$ cat config.mk
export PLATFORM = sky130hd
export DESIGN_NAME = ultrasonic_echo_ranger_top
export DESIGN_NICKNAME = d
export VERILOG_FILES = /design/src/design/uer_pkg.sv /design/src/design/ultrasonic_echo_ranger_top.sv
export SDC_FILE = /design/constraint.sdc
export NUM_CORES = 1
export LEC_CHECK = 0
export ABC_CLOCK_PERIOD_IN_PS = 5400
export BUFFER_PORTS_ARGS = -buffer_cell sky130_fd_sc_hd__buf_2
export CELL_PAD_IN_SITES_DETAIL_PLACEMENT = 1
export CELL_PAD_IN_SITES_GLOBAL_PLACEMENT = 1
export CORE_MARGIN = 5
export CORE_UTILIZATION = 46
export CTS_BUF_LIST = sky130_fd_sc_hd__clkbuf_8
export DETAILED_ROUTE_END_ITERATION = 10
export PLACE_DENSITY = 0.83
export SYNTH_ARGS = -nofsm -noshare
export SYNTH_HDL_FRONTEND = slang
export SYNTH_SLANG_ARGS = --single-unit
$ cat constraint.sdc
create_clock -name clock -period 5.4 [get_ports clock]
set_input_delay 0.27 -clock clock [delete_from_list [all_inputs] [get_ports clock]]
set_output_delay 0.27 -clock clock [all_outputs]
set_load 0.02 [all_outputs]
$ cat src/design/uer_pkg.sv
`timescale 1ns / 1ps

package uer_pkg;

   // Defaults for the top-level parameters.
   localparam int SETTLE_TICKS_DEF    = 2;
   localparam int TRIGGER_TICKS_DEF   = 10;
   localparam int COUNT_BITS_DEF      = 20;
   localparam int SPEED_FRAC_BITS_DEF = 24;

   // Fixed field widths.
   localparam int TEMP_W     = 11;
   localparam int MAXD_W     = 10;
   localparam int CAP_W      = 20;
   localparam int DIST_W     = 17;
   localparam int CSR_IDX_W  = 4;
   localparam int CSR_DATA_W = 20;

   // Register indexes on the configuration port.
   localparam logic [CSR_IDX_W-1:0] CSR_MAX_DISTANCE = 4'd0;
   localparam logic [CSR_IDX_W-1:0] CSR_TIMEOUT_CAP  = 4'd1;

   localparam logic [MAXD_W-1:0] MAXD_RESET = 10'd400;
   localparam int DIST_MAX_CENTI = 102300;

   // Speed of sound times 1e8 in cm/us: base plus slope per tenth of a degree.
   localparam logic signed [22:0] SPEED_BASE_E8  = 23'sd3313000;
   localparam logic signed [22:0] SPEED_SLOPE_E8 = 23'sd606;

   // Divider width: holds 1e8 and twice the largest speed word.
   localparam int DEN_W = 27;
   localparam logic [DEN_W-1:0] SPEED_DIV_E8  = 27'd100000000;
   localparam logic [DEN_W-1:0] SPEED_HALF_E8 = 27'd50000000;

   // The raw wait limit always stays below 2^17 microseconds.
   localparam int LIM_W = 17;

   // Sequencer of the bit-serial divider and multiplier.
   typedef enum logic [2:0] {
      CTL_IDLE,
      CTL_SPEED,
      CTL_LIMIT,
      CTL_MUL,
      CTL_STEP
   } ctl_state_type;

   // Phase of the ranging sequence.
   typedef enum logic [2:0] {
      PH_IDLE,
      PH_SETTLE,
      PH_TRIG,
      PH_WLOW,
      PH_WRISE,
      PH_WFALL
   } phase_type;

endpackage

$ cat src/design/ultrasonic_echo_ranger_top.sv
// Each transaction is one microsecond tick; a plain tick's result is registered from the step
// state, which waits while the result register is stalled, and the next tick is taken once the
// sequencer is idle again. Before its step state, a tick that starts a measurement takes two
// passes of the bit-serial divider (speed, then wait limit); a tick that ends one takes a pass
// of the bit-serial multiplier. One tick is in work at a time.
// Reset is synchronous and active high: phase idle, counters cleared, registers to 400 and 0.
`timescale 1ns / 1ps

module ultrasonic_echo_ranger_top
   import uer_pkg::*;
#(
   parameter int SETTLE_TICKS    = SETTLE_TICKS_DEF,
   parameter int TRIGGER_TICKS   = TRIGGER_TICKS_DEF,
   parameter int COUNT_BITS      = COUNT_BITS_DEF,
   parameter int SPEED_FRAC_BITS = SPEED_FRAC_BITS_DEF
) (
   input  logic                    clock,
   input  logic                    reset,

   input  logic                    req_valid,
   output logic                    req_stall,
   input  logic                    req_start_req,
   input  logic signed [TEMP_W-1:0] req_temperature_tenths,
   input  logic                    req_echo,

   output logic                    rsp_valid,
   input  logic                    rsp_stall,
   output logic                    rsp_trigger,
   output logic                    rsp_busy_res,
   output logic                    rsp_done_res,
   output logic                    rsp_in_range,
   output logic                    rsp_timed_out,
   output logic [DIST_W-1:0]       rsp_distance_centi_cm,

   input  logic                    csr_valid,
   output logic                    csr_ready,
   input  logic [CSR_IDX_W-1:0]    csr_index,
   input  logic [CSR_DATA_W-1:0]   csr_wdata
);

   localparam int SPEED_W    = SPEED_FRAC_BITS - 4;
   localparam int M_W        = SPEED_W + 6;
   localparam int P_W        = M_W + COUNT_BITS;
   localparam int HI_W       = P_W - SPEED_FRAC_BITS;
   localparam int NUM_W      = SPEED_FRAC_BITS + 23;
   localparam int STEP_CNT_W = $clog2(NUM_W);
   localparam logic [32:0] COUNT_MAX_EXT = (33'd1 << COUNT_BITS) - 33'd1;

   // Configuration registers.
   logic [MAXD_W-1:0] maxd_ff, maxd_in;
   logic [CAP_W-1:0]  cap_ff, cap_in;

   // Sequencer and phase.
   ctl_state_type ctl_ff, ctl_in;
   phase_type     ph_ff, ph_in;

   logic [COUNT_BITS-1:0] tick_ff, tick_in;
   logic [COUNT_BITS-1:0] pw_ff, pw_in;
   logic [COUNT_BITS-1:0] limit_ff, limit_in;
   logic [M_W-1:0]        mcand_ff, mcand_in;
   logic                  echo_ff, echo_in;

   // Shared bit-serial divider and step counter.
   logic [NUM_W-1:0]      div_num_ff, div_num_in;
   logic [DEN_W-1:0]      div_rem_ff, div_rem_in;
   logic [DEN_W-1:0]      div_den_ff, div_den_in;
   logic [STEP_CNT_W-1:0] step_cnt_ff, step_cnt_in;

   // Bit-serial multiplier.
   logic [M_W-1:0]        mul_acc_ff, mul_acc_in;
   logic [COUNT_BITS-1:0] mul_low_ff, mul_low_in;

   // Result register.
   logic              rsp_valid_ff, rsp_valid_in;
   logic              trig_ff, trig_in;
   logic              busy_ff, busy_in;
   logic              done_ff, done_in;
   logic              ok_ff, ok_in;
   logic              tmo_ff, tmo_in;
   logic [DIST_W-1:0] dist_ff, dist_in;

   // Control strobes.
   logic req_take;
   logic out_free;
   logic step_fire;
   logic div_last;
   logic mul_last;
   logic load_speed;
   logic load_mul;

   // Combinational datapath values.
   logic signed [22:0]    s_e8_s;
   logic [DEN_W:0]        rem_sh;
   logic [DEN_W:0]        rem_diff;
   logic                  rem_ge;
   logic [NUM_W-1:0]      num_step;
   logic [SPEED_W-1:0]    speed_q;
   logic [M_W-1:0]        speed_x50;
   logic [12:0]           maxd_x5;
   logic [32:0]           lim_ext;
   logic [32:0]           cap_ext;
   logic [32:0]           lim_capped;
   logic [M_W:0]          mul_sum;
   logic [P_W-1:0]        p50;
   logic [HI_W-1:0]       p50_hi;
   logic [HI_W-1:0]       range_top;
   logic                  range_ok;
   logic [COUNT_BITS-1:0] tick_inc;
   logic [COUNT_BITS-1:0] tick_sat;
   logic [COUNT_BITS-1:0] pw_sat;
   logic                  wait_over;

   assign csr_ready = 1'b1;

   assign req_take  = req_valid && !req_stall;
   assign out_free  = !rsp_valid_ff || !rsp_stall;
   assign step_fire = (ctl_ff == CTL_STEP) && out_free;
   assign div_last  = (step_cnt_ff == STEP_CNT_W'(NUM_W - 1));
   assign mul_last  = (step_cnt_ff == STEP_CNT_W'(COUNT_BITS - 1));

   // Which arithmetic pass a new tick needs.
   assign load_speed = req_take && (ph_ff == PH_IDLE) && req_start_req;
   assign load_mul   = req_take && (ph_ff == PH_WFALL) && !req_echo;

   // Speed of sound times 1e8 from the sampled temperature.
   assign s_e8_s = SPEED_BASE_E8 + SPEED_SLOPE_E8 * 23'(req_temperature_tenths);

   // One restoring division step.
   assign rem_sh   = {div_rem_ff, div_num_ff[NUM_W-1]};
   assign rem_diff = rem_sh - {1'b0, div_den_ff};
   assign rem_ge   = (rem_sh >= {1'b0, div_den_ff});
   assign num_step = {div_num_ff[NUM_W-2:0], rem_ge};

   // Speed quotient, never zero, and its multiple used for the distance.
   assign speed_q   = (num_step[SPEED_W-1:0] == '0) ? SPEED_W'(1) : num_step[SPEED_W-1:0];
   assign speed_x50 = M_W'({speed_q, 5'b0}) + M_W'({speed_q, 4'b0}) + M_W'({speed_q, 1'b0});
   assign maxd_x5   = 13'({maxd_ff, 2'b0}) + 13'(maxd_ff);

   // Wait limit: capped by the timeout register when that is nonzero, and saturated to the counter.
   assign lim_ext = 33'(num_step[LIM_W-1:0]);
   assign cap_ext = 33'(cap_ff);
   always_comb begin
      lim_capped = lim_ext;
      if (cap_ff != '0 && cap_ext < lim_ext) begin
         lim_capped = cap_ext;
      end
      if (lim_capped > COUNT_MAX_EXT) begin
         lim_capped = COUNT_MAX_EXT;
      end
   end

   // One shift-add multiplication step, low bits shift out into mul_low.
   assign mul_sum = {1'b0, mul_acc_ff} + (mul_low_ff[0] ? {1'b0, mcand_ff} : '0);

   // Range test on pulse_width * speed * 50 against max_distance * 100 in full precision.
   assign p50       = {mul_acc_ff, mul_low_ff};
   assign p50_hi    = p50[P_W-1:SPEED_FRAC_BITS];
   assign range_top = HI_W'(17'(maxd_ff) * 17'd100);
   assign range_ok  = (p50_hi < range_top) ||
                      ((p50_hi == range_top) && (p50[SPEED_FRAC_BITS-1:0] == '0));

   // Tick and pulse counters.
   assign tick_inc  = tick_ff + COUNT_BITS'(1);
   assign tick_sat  = (tick_ff == '1) ? tick_ff : tick_inc;
   assign pw_sat    = (pw_ff == '1) ? pw_ff : pw_ff + COUNT_BITS'(1);
   assign wait_over = (tick_sat >= limit_ff);

   // Sequencer next state.
   always_comb begin
      ctl_in = ctl_ff;
      case (ctl_ff)
         CTL_IDLE: begin
            if (load_speed) begin
               ctl_in = CTL_SPEED;
            end else if (load_mul) begin
               ctl_in = CTL_MUL;
            end else if (req_take) begin
               ctl_in = CTL_STEP;
            end
         end
         CTL_SPEED: begin
            if (div_last) begin
               ctl_in = CTL_LIMIT;
            end
         end
         CTL_LIMIT: begin
            if (div_last) begin
               ctl_in = CTL_STEP;
            end
         end
         CTL_MUL: begin
            if (mul_last) begin
               ctl_in = CTL_STEP;
            end
         end
         CTL_STEP: begin
            if (out_free) begin
               ctl_in = CTL_IDLE;
            end
         end
         default: begin
            ctl_in = CTL_IDLE;
         end
      endcase
   end

   // Sequencer outputs.
   always_comb begin
      req_stall = 1'b1;
      case (ctl_ff)
         CTL_IDLE: begin
            req_stall = 1'b0;
         end
         default: begin
            req_stall = 1'b1;
         end
      endcase
   end

   // Arithmetic units: loads, steps and captured results.
   always_comb begin
      div_num_in  = div_num_ff;
      div_rem_in  = div_rem_ff;
      div_den_in  = div_den_ff;
      step_cnt_in = step_cnt_ff;
      mul_acc_in  = mul_acc_ff;
      mul_low_in  = mul_low_ff;
      mcand_in    = mcand_ff;
      limit_in    = limit_ff;
      echo_in     = echo_ff;

      if (req_take) begin
         echo_in = req_echo;
      end

      if (load_speed) begin
         div_num_in  = NUM_W'({s_e8_s[21:0], {SPEED_FRAC_BITS{1'b0}}}) + NUM_W'(SPEED_HALF_E8);
         div_rem_in  = '0;
         div_den_in  = SPEED_DIV_E8;
         step_cnt_in = '0;
      end else if (load_mul) begin
         mul_acc_in  = '0;
         mul_low_in  = pw_ff;
         step_cnt_in = '0;
      end

      case (ctl_ff)
         CTL_SPEED: begin
            if (div_last) begin
               mcand_in    = speed_x50;
               div_num_in  = NUM_W'({maxd_x5, {SPEED_FRAC_BITS{1'b0}}});
               div_rem_in  = '0;
               div_den_in  = DEN_W'({speed_q, 1'b0});
               step_cnt_in = '0;
            end else begin
               div_num_in  = num_step;
               div_rem_in  = rem_ge ? rem_diff[DEN_W-1:0] : rem_sh[DEN_W-1:0];
               step_cnt_in = step_cnt_ff + STEP_CNT_W'(1);
            end
         end
         CTL_LIMIT: begin
            div_num_in  = num_step;
            div_rem_in  = rem_ge ? rem_diff[DEN_W-1:0] : rem_sh[DEN_W-1:0];
            step_cnt_in = step_cnt_ff + STEP_CNT_W'(1);
            if (div_last) begin
               limit_in = lim_capped[COUNT_BITS-1:0];
            end
         end
         CTL_MUL: begin
            mul_acc_in  = mul_sum[M_W:1];
            mul_low_in  = {mul_sum[0], mul_low_ff[COUNT_BITS-1:1]};
            step_cnt_in = step_cnt_ff + STEP_CNT_W'(1);
         end
         default: begin
         end
      endcase
   end

   // Phase next state.
   always_comb begin
      ph_in   = ph_ff;
      tick_in = tick_ff;
      pw_in   = pw_ff;
      if (ctl_ff == CTL_LIMIT && div_last) begin
         ph_in   = PH_SETTLE;
         tick_in = '0;
         pw_in   = '0;
      end else if (step_fire) begin
         case (ph_ff)
            PH_IDLE: begin
            end
            PH_SETTLE: begin
               if (tick_inc >= COUNT_BITS'(SETTLE_TICKS)) begin
                  ph_in   = PH_TRIG;
                  tick_in = '0;
               end else begin
                  tick_in = tick_inc;
               end
            end
            PH_TRIG: begin
               if (tick_inc >= COUNT_BITS'(TRIGGER_TICKS)) begin
                  ph_in   = PH_WLOW;
                  tick_in = '0;
               end else begin
                  tick_in = tick_inc;
               end
            end
            PH_WLOW: begin
               tick_in = tick_sat;
               if (wait_over) begin
                  ph_in = PH_IDLE;
               end else if (!echo_ff) begin
                  ph_in = PH_WRISE;
               end
            end
            PH_WRISE: begin
               tick_in = tick_sat;
               if (echo_ff) begin
                  pw_in = COUNT_BITS'(1);
               end
               if (wait_over) begin
                  ph_in = PH_IDLE;
               end else if (echo_ff) begin
                  ph_in = PH_WFALL;
               end
            end
            PH_WFALL: begin
               if (echo_ff) begin
                  pw_in   = pw_sat;
                  tick_in = tick_sat;
                  if (wait_over) begin
                     ph_in = PH_IDLE;
                  end
               end else begin
                  ph_in = PH_IDLE;
               end
            end
            default: begin
               ph_in = PH_IDLE;
            end
         endcase
      end
   end

   // Phase outputs: the result of the tick.
   always_comb begin
      trig_in = 1'b0;
      done_in = 1'b0;
      ok_in   = 1'b0;
      tmo_in  = 1'b0;
      dist_in = '0;
      busy_in = (ph_in != PH_IDLE);
      case (ph_ff)
         PH_TRIG: begin
            trig_in = 1'b1;
         end
         PH_WLOW, PH_WRISE: begin
            done_in = wait_over;
            tmo_in  = wait_over;
         end
         PH_WFALL: begin
            if (echo_ff) begin
               done_in = wait_over;
               tmo_in  = wait_over;
            end else begin
               done_in = 1'b1;
               ok_in   = range_ok;
               dist_in = range_ok ? p50_hi[DIST_W-1:0] : '0;
            end
         end
         default: begin
         end
      endcase
   end

   // Result register valid.
   always_comb begin
      if (step_fire) begin
         rsp_valid_in = 1'b1;
      end else if (rsp_valid_ff && !rsp_stall) begin
         rsp_valid_in = 1'b0;
      end else begin
         rsp_valid_in = rsp_valid_ff;
      end
   end

   // Configuration writes.
   always_comb begin
      maxd_in = maxd_ff;
      cap_in  = cap_ff;
      if (csr_valid && csr_ready) begin
         case (csr_index)
            CSR_MAX_DISTANCE: maxd_in = csr_wdata[MAXD_W-1:0];
            CSR_TIMEOUT_CAP:  cap_in  = csr_wdata[CAP_W-1:0];
            default: begin
            end
         endcase
      end
   end

   // Control and state registers.
   always_ff @(posedge clock) begin
      if (reset) begin
         ctl_ff       <= CTL_IDLE;
         ph_ff        <= PH_IDLE;
         tick_ff      <= '0;
         pw_ff        <= '0;
         limit_ff     <= '0;
         rsp_valid_ff <= 1'b0;
         maxd_ff      <= MAXD_RESET;
         cap_ff       <= '0;
      end else begin
         ctl_ff       <= ctl_in;
         ph_ff        <= ph_in;
         tick_ff      <= tick_in;
         pw_ff        <= pw_in;
         limit_ff     <= limit_in;
         rsp_valid_ff <= rsp_valid_in;
         maxd_ff      <= maxd_in;
         cap_ff       <= cap_in;
      end
   end

   // Datapath registers.
   always_ff @(posedge clock) begin
      echo_ff     <= echo_in;
      mcand_ff    <= mcand_in;
      div_num_ff  <= div_num_in;
      div_rem_ff  <= div_rem_in;
      div_den_ff  <= div_den_in;
      step_cnt_ff <= step_cnt_in;
      mul_acc_ff  <= mul_acc_in;
      mul_low_ff  <= mul_low_in;
   end

   // Result payload, loaded when a tick completes.
   always_ff @(posedge clock) begin
      if (step_fire) begin
         trig_ff <= trig_in;
         busy_ff <= busy_in;
         done_ff <= done_in;
         ok_ff   <= ok_in;
         tmo_ff  <= tmo_in;
         dist_ff <= dist_in;
      end
   end

   assign rsp_valid             = rsp_valid_ff;
   assign rsp_trigger           = trig_ff;
   assign rsp_busy_res          = busy_ff;
   assign rsp_done_res          = done_ff;
   assign rsp_in_range          = ok_ff;
   assign rsp_timed_out         = tmo_ff;
   assign rsp_distance_centi_cm = dist_ff;

endmodule

* Word-level counts from Yosys, hierarchy flattened
Index checks and enable logic that the tools add are counted.
** Word-level totals
- Logic and storage cells :: 168
- Input port bits :: 42
- Output and inout port bits :: 25
- Register bits after elaboration :: 299
** Operators by class
- Bitwise operators :: 2
- Multiply operators :: 2
- Mux-type cells :: 60
- Equality and inequality tests :: 24
- Reductions and logical operators :: 41
- $add $sub $neg :: 10
- Order comparisons :: 7
** Operator list (count)
- $mux W20 :: 13
- $mux W27 :: 6
- $mux W26 :: 4
- $mux W47 :: 2
- $pmux W47 S2 :: 1
- $pmux W20 S4 :: 1
- $pmux W27 S2 :: 1
- $mux W3 :: 17
- $add A46 B26 Y47 const B :: 1
- $add A20 B1 Y20 const B :: 2
- $eq A20 B20 Y1 const B :: 2
- $pmux W20 S2 :: 1
- $ge A28 B27 Y1 :: 1
- $add A26 B26 Y27 :: 1
- $sub A27 B27 Y27 :: 1
- $add A25 B24 Y26 :: 1
- $add A26 B21 Y26 :: 1
- $logic_not A24 Y1 :: 1
- $add A21 B22 Y22 const A :: 1
- $eq A22 B17 Y1 :: 1
- $lt A22 B17 Y1 :: 1
- $mul A10 B11 Y21 const A :: 1
- $ge A20 B2 Y1 const B :: 1
- $ge A20 B20 Y1 :: 1
- other kinds (37) :: 83

* Longest topological paths before layout
- Depth in word-level cells :: 9
- Gate-level depth with buffers :: 30
- Mapped depth without buffers :: 30

* Least setup slack after synthesis
OpenSTA, ideal clock, no wires.
- Path type :: flip-flop to flip-flop
- Start point :: register div_num_ff[46]
- End point :: register mcand_ff[23], data pin
- Buffers on the path :: 0
- Setup slack :: -0.477 ns
- Clock period less this slack :: 5.877 ns
- Arrival :: 5.610 ns
- Required time :: 5.133 ns
- Cell stages (with the launch flop) :: 30
- Setup time :: 0.267 ns
- Path through :: edfxtp_1 -> inv_1 -> ha_1 -> inv_1 -> fa_1 -> a21o_1 -> a21oi_1 -> o221ai_1 -> o21ai_0 -> a2111oi_1 -> o311ai_0 -> a31oi_1 -> o21bai_1 -> inv_1 -> nor2_1 -> fa_1 -> inv_1 -> ha_1 -> inv_1 -> fa_1 -> nor2b_1 -> o21ai_0 -> a21boi_0 -> o21ai_0 -> a21oi_1 -> o2111ai_1 -> a31oi_1 -> o2111ai_1 -> a31oi_1 -> xor2_1
** Between the ends
- Word-level cells in the longest chain between the ends :: 5
** RTL lines
- start, declared :: line ultrasonic_echo_ranger_top.sv:64 : logic [NUM_W-1:0] div_num_ff, div_num_in;
- start signal, assigned :: line ultrasonic_echo_ranger_top.sv:428 : div_num_ff <= div_num_in;
- $ge A28 B27 Y1 (*) :: line ultrasonic_echo_ranger_top.sv:131 : assign rem_ge = (rem_sh >= {1'b0, div_den_ff});
- $logic_not A20 Y1 :: line ultrasonic_echo_ranger_top.sv:135 : assign speed_q = (num_step[SPEED_W-1:0] == '0) ? SPEED_W'(1) : num_step[SPEED_W-1:0];
- $mux W20 (*) :: line ultrasonic_echo_ranger_top.sv:135
- $add A25 B24 Y26 :: line ultrasonic_echo_ranger_top.sv:136 : assign speed_x50 = M_W'({speed_q, 5'b0}) + M_W'({speed_q, 4'b0}) + M_W'({speed_q, 1'b0});
- $add A26 B21 Y26 (*) :: line ultrasonic_echo_ranger_top.sv:136
- net speed_x50[23] :: line ultrasonic_echo_ranger_top.sv:98 : logic [M_W-1:0] speed_x50;
- end signal, assigned :: line ultrasonic_echo_ranger_top.sv:427 : mcand_ff <= mcand_in;
- end, declared :: line ultrasonic_echo_ranger_top.sv:60 : logic [M_W-1:0] mcand_ff, mcand_in;
The timed path passes the listed nets; every way through them passes the cells marked *.
A chain may end at the register's enable or synchronous reset.

* Worst setup path after layout
Ends and elaborated chain as after synthesis.

==> results.cfg <==
[clock_tree]
htreeDepth = 2
clkTransAtPathRegs_ns = 0.06
root_buffer = clkbuf_8
cts_num_sinks = 298
cts_buffers = 56
cts_tree = yes
clock_path_buffers = 3
clock_latency_ns = 0.66

[worst_setup_path]
cp_top_family = compound AO/OA/AOI/OAI gates
crit_arrival_ns = 6.21
cp_slowest_stage_delay_ns = 0.45
critPathCaptureType = flip-flop
worst-path-max-fanout = 2
critical-path-slowest-cell = fa_1
required_ns = 5.78
critPathMostFrequentCell = inv_2
startpoint_type = flip-flop
crit_type = reg -> reg
path_buf_inv = 5

[timing]
setup_violations = 9
drv_slew = 0
period_minus_slack_ns = 5.824
fin_crit_sh = 1.078
clock_skew_ns = 0.04184
hold_viol_final = 0
worst_pin_slew_ns = 1.162
hold_ws_ns = 0.2153
rsz0062_at_grt = yes
layout_setup_ws_ns = -0.4239
slew_headroom = 0.2055
fmax_mhz = 171.7

[die]
io_pins = 67
row_count = 80
die_w_um = 230.7
core_area_um2 = 47950
die_y_um = 230.7
initial_core_util = 0.4672
dieArea_um2 = 53210

[detailed_routing]
final_antenna_net_count = 0
via_count = 19794
wl_per_cell_um = 21.15
viasPerCell = 5.823
drt-pass1-iter-count = 5
drc = 0
routed_wl_mm = 71.87
drt_iter0_markers = 1282

[outcome]
status = finished, violations left
violations = setup timing

[yosys]
synth_nets = 2824
synth.area.top_cells = edfxtp_1, ha_1, dfxtp_1
yosys.area.top_type_share = 0.2333
synth_edf_count = 174
yosysSeqAreaShare = 0.3441
yosys.area_share.simple = 0.1703
syn_area_um2 = 22400
synth_area_per_cell_um2 = 9.032
ys_warn_count = 0
syn_inst = 2480
synthArstFlopShare = 0
yosys_most_used_dff = edfxtp_1
synth_xor_area_frac = 0.05552
synthAdderAreaFrac = 0.1898
synth-compound-area-share = 0.1651
ys_types = 96
synth_top_family_by_area = adder cells
synthMuxAreaShare = 0.01341
yosysTopAreaCell = edfxtp_1
synth-seq-cells = 298

[layout]
area_growth_syn_to_layout_pct = 19.17
layout-drive-gt1-share = 0.1779
final_common_cell = inv_1
nNetsFinal = 3079
fillCellCount = 5519
layout_common_cells = inv_1, nand2_1, ha_1
stdcell_count = 3399

[global_route]
grt_pass1_vias = 21301
antenna_found_initial = 0
gr-total-overflow = 0
grt_pass1_wl_mm = 110.4
grtUsageTotal = 0.2505
grt_max_degree = 62

[placement]
dpl.hpwl_mm = 50.20
pre_cts_slack_ns = -0.5929
place_congestion = 0.9227
port_buffers = 65
dp.cells = 3225

[power_and_ir_drop]
finalPower_w = 0.01450
p_leak_nw = 11.69
ir_worst_vdd_mv = 0.4932
power_density_nw_per_um2 = 543.2

[min_path]
hold_class = in -> reg

[flow_run]
maxCapViolCount = 0
## metrics by stage
stage,util,setup TNS (ns),area (um2)
after floorplan,-,-0.07905,22570
after global placement,0.5117,-3.199,24530
after detailed placement,0.5117,-7.153,24530
after CTS,0.5479,-0.6660,26270
after global routing,0.5567,-5.831,26690
final,0.5567,-2.626,26690
## area by class of cell
| cell class | instances | area (um2) | area share |
|---|---|---|---|
| inverters | 256 | 967.2 | 0.03624 |
| diodes | 1 | 2.502 | 0.00009375 |
| clock buffers | 60 | 825.8 | 0.03094 |
| clock inverters | 46 | 416.7 | 0.01561 |
| repair buffers | 296 | 2150 | 0.08053 |
| flip-flops and latches | 298 | 7715 | 0.2890 |
| well taps | 615 | 769.5 | 0.02883 |
| multi-input cells | 1827 | 13850 | 0.5187 |
## sequential cells by signal, indices dropped and copies added (netlist names), 25 cells and up
signal	flops
div_rem_ff	27
mcand_ff	25
mul_acc_ff	26
div_den_ff	27
div_num_ff	47
## path summary, 6_finish.rpt
path                  startpoint      endpoint  slack, ns  cells past startpoint
setup reg to reg  div_num_ff[46]  mcand_ff[23]      -0.42                     29
hold reg to reg     limit_ff[18]  limit_ff[18]       0.45                      2
setup / recovery  div_num_ff[46]  mcand_ff[23]      -0.42                     29
hold / removal             reset     ctl_ff[2]       0.22                      3
## Yosys cell counts (5+ instances only)
| cell type | instances |
|---|---|
| a211oi_1 | 32 |
| nor3_1 | 42 |
| xnor2_1 | 96 |
| and3_1 | 22 |
| clkbuf_1 | 81 |
| a22o_1 | 5 |
| nor2b_1 | 24 |
| a22oi_1 | 28 |
| and4_1 | 6 |
| dfxtp_1 | 124 |
| o211ai_1 | 14 |
| xor2_1 | 46 |
| mux2i_1 | 30 |
| nand2b_1 | 25 |
| nand2_1 | 246 |
| o21bai_1 | 12 |
| edfxtp_1 | 174 |
| fa_1 | 63 |
| o21ai_0 | 100 |
| or3_1 | 14 |
| buf_4 | 5 |
| a221o_1 | 6 |
| nand3_1 | 45 |
| nor3b_1 | 5 |
| ha_1 | 239 |
| o22ai_1 | 14 |
| a211o_1 | 6 |
| nor4_1 | 21 |
| inv_1 | 256 |
| a31oi_1 | 24 |
| a21o_1 | 50 |
| nor2_1 | 217 |
| o31ai_1 | 10 |
| a21oi_1 | 156 |
| nor4b_1 | 5 |
| buf_2 | 6 |
| or2_2 | 19 |
| o2111ai_1 | 9 |
| and2_1 | 54 |
| nand4_1 | 29 |
| o21a_1 | 22 |
| or4_1 | 7 |
## power by group
part           internal, W  switching [W]
sequential         0.00284       0.000142
combinational      0.00407        0.00496
clock              0.00142        0.00107
total              0.00833        0.00617
## what timing repair did
item	4_1_cts	5_1_grt
pin swaps	29	40
setup buffers	27	19
hold buffers	22	0
endpoints found under the setup margin	13	38
resized for setup	21	67
endpoints found under the hold margin	32	0
cloned	0	1
## cell families after synthesis
logic type,Yosys count
adder cells (fa/ha/maj),302
buffers and inverters,355
multiplexers,30
other,1
flip-flops,298
AO/OA/AOI/OAI,554
AND/OR/NAND/NOR,798
XOR/XNOR,142
## worst min-delay path, cell delays in order
cell,delay (ns)
buf_2,0.10
buf_4,0.29
nor2_1,0.16
## metal layers
layer	share of wire	wire length, um	GRT usage	vias up
met1	0.40	29090	0.3013	9901
met2	0.51	36890	0.4630	478
li1	-	-	-	9223
met4	0.040	2906	0.08525	0
met3	0.042	2989	0.03097	192
met5	0	0	0	-
(Power assumes the default switching activity.)
